===== src/sel_pkg.sv =====
// Shared types and constants for the segment endpoint linker.
// Depends on nothing; imported by every module of the block except sel_ram.
`default_nettype none

package sel_pkg;

    localparam int FIELD_W = 12;
    localparam int IDX_W = 5;
    localparam int THR_W = 16;
    localparam int DIST_CAP = 50000;
    localparam logic [THR_W-1:0] THR_RESET = 16'd1440;

    typedef struct packed {
        logic [FIELD_W-1:0] from_x;
        logic [FIELD_W-1:0] from_y;
        logic [FIELD_W-1:0] to_x;
        logic [FIELD_W-1:0] to_y;
        logic [IDX_W-1:0]   earlier_index;
    } bridge_t;

    typedef struct packed {
        logic valid;
        logic last;
    } tag_t;

endpackage

`default_nettype wire


===== src/sel_ram.sv =====
// Generic single-write, single-read RAM with a registered read port.
// Depends on nothing.
`default_nettype none

module sel_ram #(
    parameter int WIDTH = 48,
    parameter int DEPTH = 32
) (
    input  logic                     clk,
    input  logic                     we,
    input  logic [$clog2(DEPTH)-1:0] waddr,
    input  logic [WIDTH-1:0]         wdata,
    input  logic                     re,
    input  logic [$clog2(DEPTH)-1:0] raddr,
    output logic [WIDTH-1:0]         rdata
);

    logic [WIDTH-1:0] mem [DEPTH];

    always_ff @(posedge clk)
    begin
        if (we)
        begin
            mem[waddr] <= wdata;
        end
        if (re)
        begin
            rdata <= mem[raddr];
        end
    end

endmodule

`default_nettype wire


===== src/sel_pair_unit.sv =====
// Endpoint pairing pipeline: absolute differences, squares, then the
// four-way minimum with cap and threshold. Depends on sel_pkg.
`default_nettype none

module sel_pair_unit #(
    parameter int CW = 12,
    parameter int AW = 5
) (
    input  logic                      clk,
    input  logic                      rst_n,
    input  logic                      adv,
    input  sel_pkg::tag_t             in_tag,
    input  logic [AW-1:0]             in_idx,
    input  logic [4*CW-1:0]           entry,
    input  logic [4*CW-1:0]           seg,
    input  logic [sel_pkg::THR_W-1:0] threshold,
    output sel_pkg::tag_t             out_tag,
    output logic                      hit,
    output sel_pkg::bridge_t          bridge
);

    import sel_pkg::*;

    localparam int SW = 2 * CW;
    localparam int DW = SW + 1;
    localparam int BW = (DW > 17) ? DW : 17;

    tag_t          tag1_reg, tag2_reg;
    logic [AW-1:0] idx1_reg, idx2_reg;
    logic [4*CW-1:0] e1_reg, e2_reg;
    logic [CW-1:0] dx1_reg [4];
    logic [CW-1:0] dy1_reg [4];
    logic [SW-1:0] sqx2_reg [4];
    logic [SW-1:0] sqy2_reg [4];
    logic [CW-1:0] dx_next [4];
    logic [CW-1:0] dy_next [4];
    logic [1:0]    win;
    logic          found;
    logic [BW-1:0] best;

    always_comb
    begin
        logic [CW-1:0] fx, fy, tx, ty;
        for (int k = 0; k < 4; k++)
        begin
            fx = (k < 2) ? entry[4*CW-1 -: CW] : entry[2*CW-1 -: CW];
            fy = (k < 2) ? entry[3*CW-1 -: CW] : entry[CW-1 -: CW];
            tx = (k % 2 == 1) ? seg[2*CW-1 -: CW] : seg[4*CW-1 -: CW];
            ty = (k % 2 == 1) ? seg[CW-1 -: CW] : seg[3*CW-1 -: CW];
            dx_next[k] = (fx > tx) ? fx - tx : tx - fx;
            dy_next[k] = (fy > ty) ? fy - ty : ty - fy;
        end
    end

    always_ff @(posedge clk or negedge rst_n)
    begin
        if (!rst_n)
        begin
            tag1_reg <= '0;
            tag2_reg <= '0;
        end
        else if (adv)
        begin
            tag1_reg <= in_tag;
            tag2_reg <= tag1_reg;
        end
    end

    always_ff @(posedge clk)
    begin
        if (adv)
        begin
            idx1_reg <= in_idx;
            idx2_reg <= idx1_reg;
            e1_reg   <= entry;
            e2_reg   <= e1_reg;
            for (int k = 0; k < 4; k++)
            begin
                dx1_reg[k]  <= dx_next[k];
                dy1_reg[k]  <= dy_next[k];
                sqx2_reg[k] <= SW'(dx1_reg[k]) * SW'(dx1_reg[k]);
                sqy2_reg[k] <= SW'(dy1_reg[k]) * SW'(dy1_reg[k]);
            end
        end
    end

    always_comb
    begin
        logic [DW-1:0] d;
        best  = BW'(DIST_CAP);
        win   = 2'd0;
        found = 1'b0;
        for (int k = 0; k < 4; k++)
        begin
            d = DW'(sqx2_reg[k]) + DW'(sqy2_reg[k]);
            if (BW'(d) < best)
            begin
                best  = BW'(d);
                win   = 2'(k);
                found = 1'b1;
            end
        end
    end

    assign out_tag = tag2_reg;
    assign hit = tag2_reg.valid && found && (best < BW'(threshold));

    always_comb
    begin
        bridge.from_x = FIELD_W'(win[1] ? e2_reg[2*CW-1 -: CW] : e2_reg[4*CW-1 -: CW]);
        bridge.from_y = FIELD_W'(win[1] ? e2_reg[CW-1 -: CW] : e2_reg[3*CW-1 -: CW]);
        bridge.to_x   = FIELD_W'(win[0] ? seg[2*CW-1 -: CW] : seg[4*CW-1 -: CW]);
        bridge.to_y   = FIELD_W'(win[0] ? seg[CW-1 -: CW] : seg[3*CW-1 -: CW]);
        bridge.earlier_index = IDX_W'(idx2_reg);
    end

endmodule

`default_nettype wire


===== src/segment_endpoint_linker.sv =====
// Top level of the segment endpoint linker: store sequencer and output stage.
// Depends on sel_pkg, sel_ram and sel_pair_unit.
//
//  Channel  | Handshake             | Payload
//  ---------+-----------------------+------------------------------------------
//  seg      | seg_valid/seg_ready   | first_of_frame, start_x/y, end_x/y
//  bridge   | bridge_valid/_ready   | from_x/y, to_x/y, earlier_index, last_of_run
//  cfg      | cfg_valid/cfg_ready   | cfg_data (distance_threshold)
//
// Each accepted segment is paired with the N > 0 stored segments, which are read one per cycle
// into a three-stage pairing pipeline while it is not held.
// A segment that meets an empty store goes straight to the store write.
// The pipeline holds while a new bridge finds one pending and the output register stalled;
// the last bridge waits for the output register before the store is written.
// Reset empties the store at once; configuration is taken only while the block is idle.
`default_nettype none

module segment_endpoint_linker #(
    parameter int MAX_SEGMENTS = 32,
    parameter int COORD_WIDTH = 12
) (
    input  logic                        clk,
    input  logic                        rst_n,
    input  logic                        seg_valid,
    output logic                        seg_ready,
    input  logic                        first_of_frame,
    input  logic [sel_pkg::FIELD_W-1:0] start_x,
    input  logic [sel_pkg::FIELD_W-1:0] start_y,
    input  logic [sel_pkg::FIELD_W-1:0] end_x,
    input  logic [sel_pkg::FIELD_W-1:0] end_y,
    output logic                        bridge_valid,
    input  logic                        bridge_ready,
    output logic [sel_pkg::FIELD_W-1:0] from_x,
    output logic [sel_pkg::FIELD_W-1:0] from_y,
    output logic [sel_pkg::FIELD_W-1:0] to_x,
    output logic [sel_pkg::FIELD_W-1:0] to_y,
    output logic [sel_pkg::IDX_W-1:0]   earlier_index,
    output logic                        last_of_run,
    input  logic                        cfg_valid,
    output logic                        cfg_ready,
    input  logic [sel_pkg::THR_W-1:0]   cfg_data
);

    import sel_pkg::*;

    localparam int CW = (COORD_WIDTH < FIELD_W) ? COORD_WIDTH : FIELD_W;
    localparam int AW = $clog2(MAX_SEGMENTS);
    localparam int CNTW = $clog2(MAX_SEGMENTS + 1);
    localparam int EW = 4 * CW;

    localparam logic [1:0] ST_IDLE  = 2'd0;
    localparam logic [1:0] ST_SCAN  = 2'd1;
    localparam logic [1:0] ST_FLUSH = 2'd2;

    logic [1:0]       state_reg, state_next;
    logic [CNTW-1:0]  count_reg, count_next;
    logic [CNTW-1:0]  issue_reg, issue_next;
    logic [EW-1:0]    seg_reg, seg_next;
    logic [THR_W-1:0] thresh_reg;
    tag_t             s0_tag_reg, s0_tag_next;
    logic [AW-1:0]    s0_idx_reg, s0_idx_next;
    logic             pend_valid_reg, pend_valid_next;
    bridge_t          pend_reg, pend_next;
    logic             out_valid_reg, out_valid_next;
    logic             out_last_reg, out_last_next;
    bridge_t          out_reg, out_next;

    logic             adv;
    logic             stall;
    logic             issuing;
    logic             out_free;
    logic             ram_we;
    logic             ram_re;
    logic [EW-1:0]    ram_rdata;
    tag_t             p_tag;
    logic             p_hit;
    bridge_t          p_bridge;

    sel_ram #(
        .WIDTH (EW),
        .DEPTH (MAX_SEGMENTS)
    ) u_store (
        .clk   (clk),
        .we    (ram_we),
        .waddr (count_reg[AW-1:0]),
        .wdata (seg_reg),
        .re    (ram_re),
        .raddr (issue_reg[AW-1:0]),
        .rdata (ram_rdata)
    );

    sel_pair_unit #(
        .CW (CW),
        .AW (AW)
    ) u_pair (
        .clk       (clk),
        .rst_n     (rst_n),
        .adv       (adv),
        .in_tag    (s0_tag_reg),
        .in_idx    (s0_idx_reg),
        .entry     (ram_rdata),
        .seg       (seg_reg),
        .threshold (thresh_reg),
        .out_tag   (p_tag),
        .hit       (p_hit),
        .bridge    (p_bridge)
    );

    assign out_free = !out_valid_reg || bridge_ready;
    assign stall = p_hit && pend_valid_reg && !out_free;
    assign adv = !stall;
    assign issuing = (state_reg == ST_SCAN) && (issue_reg < count_reg);
    assign ram_re = adv && issuing;
    assign ram_we = (state_reg == ST_FLUSH) && !pend_valid_reg
                    && (count_reg < CNTW'(MAX_SEGMENTS));
    assign seg_ready = (state_reg == ST_IDLE);
    assign cfg_ready = (state_reg == ST_IDLE) && !seg_valid;

    always_comb
    begin
        logic [CNTW-1:0] cnt_eff;
        state_next      = state_reg;
        count_next      = count_reg;
        issue_next      = issue_reg;
        seg_next        = seg_reg;
        s0_tag_next     = s0_tag_reg;
        s0_idx_next     = s0_idx_reg;
        pend_valid_next = pend_valid_reg;
        pend_next       = pend_reg;
        out_valid_next  = out_valid_reg;
        out_last_next   = out_last_reg;
        out_next        = out_reg;
        cnt_eff         = first_of_frame ? '0 : count_reg;

        if (out_valid_reg && bridge_ready)
        begin
            out_valid_next = 1'b0;
        end

        if (adv)
        begin
            s0_tag_next.valid = issuing;
            s0_tag_next.last  = (issue_reg == count_reg - CNTW'(1));
            s0_idx_next       = issue_reg[AW-1:0];
        end

        case (state_reg)
            ST_IDLE:
            begin
                if (seg_valid)
                begin
                    seg_next   = {CW'(start_x), CW'(start_y), CW'(end_x), CW'(end_y)};
                    count_next = cnt_eff;
                    issue_next = '0;
                    state_next = (cnt_eff == '0) ? ST_FLUSH : ST_SCAN;
                end
            end
            ST_SCAN:
            begin
                if (adv)
                begin
                    if (issuing)
                    begin
                        issue_next = issue_reg + CNTW'(1);
                    end
                    if (p_hit)
                    begin
                        if (pend_valid_reg)
                        begin
                            out_next       = pend_reg;
                            out_last_next  = 1'b0;
                            out_valid_next = 1'b1;
                        end
                        pend_next       = p_bridge;
                        pend_valid_next = 1'b1;
                    end
                    if (p_tag.valid && p_tag.last)
                    begin
                        state_next = ST_FLUSH;
                    end
                end
            end
            ST_FLUSH:
            begin
                if (pend_valid_reg)
                begin
                    if (out_free)
                    begin
                        out_next        = pend_reg;
                        out_last_next   = 1'b1;
                        out_valid_next  = 1'b1;
                        pend_valid_next = 1'b0;
                    end
                end
                else
                begin
                    if (ram_we)
                    begin
                        count_next = count_reg + CNTW'(1);
                    end
                    state_next = ST_IDLE;
                end
            end
            default:
            begin
                state_next = ST_IDLE;
            end
        endcase
    end

    always_ff @(posedge clk or negedge rst_n)
    begin
        if (!rst_n)
        begin
            state_reg      <= ST_IDLE;
            count_reg      <= '0;
            issue_reg      <= '0;
            thresh_reg     <= THR_RESET;
            s0_tag_reg     <= '0;
            pend_valid_reg <= 1'b0;
            out_valid_reg  <= 1'b0;
        end
        else
        begin
            state_reg      <= state_next;
            count_reg      <= count_next;
            issue_reg      <= issue_next;
            s0_tag_reg     <= s0_tag_next;
            pend_valid_reg <= pend_valid_next;
            out_valid_reg  <= out_valid_next;
            if (cfg_valid && cfg_ready)
            begin
                thresh_reg <= cfg_data;
            end
        end
    end

    always_ff @(posedge clk)
    begin
        seg_reg      <= seg_next;
        s0_idx_reg   <= s0_idx_next;
        pend_reg     <= pend_next;
        out_reg      <= out_next;
        out_last_reg <= out_last_next;
    end

    assign bridge_valid  = out_valid_reg;
    assign from_x        = out_reg.from_x;
    assign from_y        = out_reg.from_y;
    assign to_x          = out_reg.to_x;
    assign to_y          = out_reg.to_y;
    assign earlier_index = out_reg.earlier_index;
    assign last_of_run   = out_last_reg;

endmodule

`default_nettype wire


===== config.mk =====
export PLATFORM = sky130hd
export DESIGN_NAME = segment_endpoint_linker
export DESIGN_NICKNAME = d
export VERILOG_FILES = /design/src/sel_pkg.sv /design/src/sel_ram.sv /design/src/sel_pair_unit.sv /design/src/segment_endpoint_linker.sv
export SDC_FILE = /design/constraint.sdc
export NUM_CORES = 2
export LEC_CHECK = 0
export ABC_CLOCK_PERIOD_IN_PS = 33400
export BUFFER_PORTS_ARGS = -buffer_cell sky130_fd_sc_hd__buf_4
export CORE_MARGIN = 2
export CORE_UTILIZATION = 50
export DETAILED_ROUTE_END_ITERATION = 7
export PLACE_DENSITY = 0.62
export SYNTH_ARGS = -nofsm -noshare
export SYNTH_HDL_FRONTEND = slang
export SYNTH_SLANG_ARGS = --single-unit

===== constraint.sdc =====
create_clock -name clk -period 33.4 [get_ports clk]
set_clock_uncertainty 0.2 [all_clocks]
set_input_delay 3.34 -clock clk [delete_from_list [all_inputs] [get_ports clk]]
set_output_delay 3.34 -clock clk [all_outputs]
set_load 0.01 [all_outputs]

==> impl_results.html <==
<table>
<tr><th>Metric</th><th>Value</th></tr>
<tr><th colspan="2">Detailed routing</th></tr>
<tr><td>Number of antenna-violating nets in the routed design</td><td>0</td></tr>
<tr><td>DR WL met3</td><td>16.6 mm</td></tr>
<tr><td>Via count</td><td>69451</td></tr>
<tr><td>Count of unresolved DRC violations after routing</td><td>0</td></tr>
<tr><td>Initial DRC count</td><td>6226</td></tr>
<tr><td>Met1 Wirelength</td><td>133 mm</td></tr>
<tr><td>Overall routed net length</td><td>323 mm</td></tr>
<tr><td>Via/cell ratio</td><td>5.76</td></tr>
<tr><td>Top metal layer carrying routed signals</td><td>met4</td></tr>
<tr><td>WL met2</td><td>164 mm</td></tr>
<tr><td>Post-detailed-route wirelength per cell</td><td>26.7 um</td></tr>
<tr><td>First drt pass iteration count</td><td>5</td></tr>
<tr><th colspan="2">Clocking</th></tr>
<tr><td>H-tree Lvls</td><td>4</td></tr>
<tr><td>Clock slew at the register clock pins of the worst setup and hold paths</td><td>60 ps</td></tr>
<tr><td>Number of buffers added by the clock tree synthesis step</td><td>216</td></tr>
<tr><td># hold bufs at CTS</td><td>0</td></tr>
<tr><td>Clk Latency, worst-skew pair</td><td>880 ps</td></tr>
<tr><td>Clk buf depth</td><td>3</td></tr>
<tr><td>Number of sinks on the clock net</td><td>2168</td></tr>
<tr><td>Clock tree from TritonCTS</td><td>done</td></tr>
<tr><td>Buffer type at the clock tree root</td><td>clkbuf_16</td></tr>
<tr><td>Number of setup buffers added after CTS</td><td>0</td></tr>
<tr><td>Number of gates resized after cts</td><td>0</td></tr>
<tr><th colspan="2">Finish</th></tr>
<tr><td>Fin area</td><td>135000 um2</td></tr>
<tr><td>Finished Core Util</td><td>55.5%</td></tr>
<tr><td>Max FFs per register</td><td>1536</td></tr>
<tr><td>Share of layout cells above drive strength 1</td><td>14.2%</td></tr>
<tr><td>Number of nets at the end of the flow</td><td>10223</td></tr>
<tr><td>Relative area change from synthesis to final layout</td><td>10.2%</td></tr>
<tr><td>Final non-filler cell total</td><td>12064</td></tr>
<tr><th colspan="2">Yosys</th></tr>
<tr><td>Top_reg_cell synth</td><td>edfxtp_1</td></tr>
<tr><td>Synth top area share</td><td>52.1%</td></tr>
<tr><td>Cell types with the largest area share after synthesis</td><td>edfxtp_1 (52%), fa_1 (10%), mux4_2 (8.8%)</td></tr>
<tr><td>Netlist Area Pre-Place</td><td>123000 um2</td></tr>
<tr><td>Cell count after synthesis</td><td>8481</td></tr>
<tr><td>Number of synthesis warnings</td><td>0</td></tr>
<tr><td>Synth Register Bits</td><td>2168</td></tr>
<tr><td>Seq/Total Area, Yosys</td><td>52.9%</td></tr>
<tr><td>Count of flip-flops with a built-in enable after synthesis</td><td>2130</td></tr>
<tr><td>Cell taking the most area after synthesis</td><td>edfxtp_1</td></tr>
<tr><td>Async set or reset register ratio after synthesis</td><td>1.75%</td></tr>
<tr><td>Average footprint of a synthesized cell</td><td>14.5 um2</td></tr>
<tr><td>Unique cell type count in the Yosys netlist</td><td>88</td></tr>
<tr><th colspan="2">Timing</th></tr>
<tr><td>Post-route minimum period</td><td>18720 ps</td></tr>
<tr><td>Pin slew with the least headroom to its limit</td><td>1270 ps</td></tr>
<tr><td>Max-slew violation count</td><td>0</td></tr>
<tr><td>RSZ-0062 raised after global routing</td><td>false</td></tr>
<tr><td>Fin Setup TNS</td><td>0 ps</td></tr>
<tr><td>Ratio of final minimum period to clock period</td><td>56.0%</td></tr>
<tr><td>Final setup viols</td><td>0</td></tr>
<tr><td>Highest attainable clock frequency</td><td>53.4 MHz</td></tr>
<tr><td>Total count of hold-check failures in the final report</td><td>0</td></tr>
<tr><td>Slew HR</td><td>15.4%</td></tr>
<tr><th colspan="2">Floorplanning</th></tr>
<tr><td># rows</td><td>181</td></tr>
<tr><td>Y dimension of the die</td><td>499 um</td></tr>
<tr><td>Overall die area</td><td>249000 um2</td></tr>
<tr><td>IO Pins</td><td>127</td></tr>
<tr><td>Initial core utilization</td><td>50.4%</td></tr>
<tr><td>Die Span X</td><td>499 um</td></tr>
<tr><td>Area of the core</td><td>244000 um2</td></tr>
<tr><th colspan="2">Worst setup path</th></tr>
<tr><td>Register-to-Register Path Depth</td><td>54</td></tr>
<tr><td>Slowest stage delay, CP</td><td>840 ps</td></tr>
<tr><td>CP Class</td><td>flip-flop to flip-flop</td></tr>
<tr><td>Critical path launch point type</td><td>flip-flop</td></tr>
<tr><td>Slowest CP cell</td><td>buf_4</td></tr>
<tr><td>Required arrival time at the worst endpoint</td><td>33640 ps</td></tr>
<tr><td>Arrival time at the worst endpoint</td><td>18960 ps</td></tr>
<tr><td>Cell mode on critical path</td><td>a21oi_1</td></tr>
<tr><td>Critical Path Stages</td><td>54</td></tr>
<tr><td>Register-to-register setup slack</td><td>14680 ps</td></tr>
<tr><td>Number of buffers and inverters on the critical path</td><td>7</td></tr>
<tr><td>Worst Path Max Fanout</td><td>72</td></tr>
<tr><td>Endpoint kind of the worst setup timing path</td><td>flip-flop</td></tr>
<tr><td>Family of cells with the greatest summed delay on the critical path</td><td>compound AO/OA/AOI/OAI gates</td></tr>
<tr><th colspan="2">Placement</th></tr>
<tr><td>IO buf count</td><td>126</td></tr>
<tr><td>Post-DP HPWL</td><td>220 mm</td></tr>
<tr><td>Placement Cell Area</td><td>128000 um2</td></tr>
<tr><td>DP Cell Count</td><td>11657</td></tr>
<tr><td>GPL Wtd Cong</td><td>0.912</td></tr>
<tr><th colspan="2">Global route</th></tr>
<tr><td>Number of antenna violations at the first check in global routing</td><td>26</td></tr>
<tr><td>Total global routing overflow</td><td>0</td></tr>
<tr><td>Global-route wire length before repair</td><td>476 mm</td></tr>
<tr><td>Gr usage total</td><td>26.0%</td></tr>
<tr><td>Number of global-route vias before repair</td><td>72207</td></tr>
<tr><td>Maximum number of pins on one net before global-route repair</td><td>122</td></tr>
<tr><th colspan="2">Min path</th></tr>
<tr><td>HP Class</td><td>flip-flop to flip-flop</td></tr>
<tr><td>Min-Delay Path Depth</td><td>0</td></tr>
<tr><th colspan="2">Outcome</th></tr>
<tr><td>Run status</td><td>complete, no violations</td></tr>
<tr><th colspan="2">Flow run</th></tr>
<tr><td>Count of max-cap constraint violations</td><td>0</td></tr>
</table>
==> synth_stat cells, types with 34 or more instances <==
cell and count:
a21boi_0 43, a21o_1 131, a21oi_1 276, and2_1 368
buf_1 59, clkbuf_1 221, dfrtp_1 34, edfxtp_1 2130
fa_1 640, ha_1 840, inv_1 1058, mux2_2 110
mux2i_1 58, mux4_2 480, nand2_1 400, nand2b_1 60
nand3_1 66, nand4_1 51, nor2_1 325, nor2b_1 106
nor3_1 65, o21a_1 39, o21ai_0 243, xnor2_1 219
xor2_1 111
==> worst register-to-register path: cells and delay by family (launching register included) <==
family	cells	cell delay [ps]
mux	1	440
fa+ha+maj	5	1560
flops	1	370
simple gates	14	4660
buf+inv	7	3910
compound gates	27	7160
==> cells in the final DEF, fill, tap and decap left out, drive strengths merged, types with 25 or more instances in the layout <==
cell,count
nand2b,60
a21o,131
a21boi,44
and2,370
o21a,39
ha,840
bufinv,28
mux2,115
nand3,66
dfrtp,34
buf,255
a21oi,276
mux2i,58
edfxtp,2130
xor2,111
clkbuf,260
nor2,325
clkinv,99
nor2b,106
nand4,51
xnor2,219
mux4,480
a211oi,32
fa,640
nor3,66
nand2,400
o21ai,248
inv,1067
or2,25
==> layout make-up <==
cell class / count / area (um2)
fill: 19500 / 108000
clock buffer: 260 / 5600
clock inverter: 144 / 1690
timing repair buffer: 255 / 1940
multi-input combinational: 4973 / 53100
antenna: 3 / 7.51
inverter: 1059 / 3980
tap: 3202 / 4010
sequential: 2168 / 64900
==> logic make-up after synthesis <==
logic type	Yosys count	share of synthesized area (%)
buf+inv	1348	4.14
compound gates	949	4.91
xor+xnor	330	2.36
other cells	1	0.00306
simple gates	1552	6.35
flops	2168	52.9
fa+ha+maj	1480	19.0
mux	653	10.3
==> through the flow <==
stage	hold slack, ps	setup slack, ps
final	212	14680
after global routing	222	13290
after floorplan	200	9390
after CTS	215	14560
after detailed placement	205	14660
after global placement	201	14860
==> worst paths after layout <==
| kind | from | end |
|---|---|---|
| worst min-delay path | u_pair.e1_reg[14] | u_pair.e2_reg[14] |
| worst max-delay path | u_pair.sqx2_reg[0][7] | u_pair.dy1_reg[3][1] |
| min in group asynchronous | rst_n | issue_reg[5] |
| worst max register to register | u_pair.sqx2_reg[0][7] | u_pair.dy1_reg[3][1] |
| max in group asynchronous | rst_n | thresh_reg[2] |
| worst min register to register | u_pair.e1_reg[14] | u_pair.e2_reg[14] |
==> metal layers <==
metal	vias up	GRT usage, %
met3	379	2.57
met2	2012	45.3
met1	36109	35.0
met4	0	6.87
met5	-	0
li1	30951	-
Power is not shown: default switching activity piles up to over one toggle a cycle in this logic, so the estimate is an artifact.
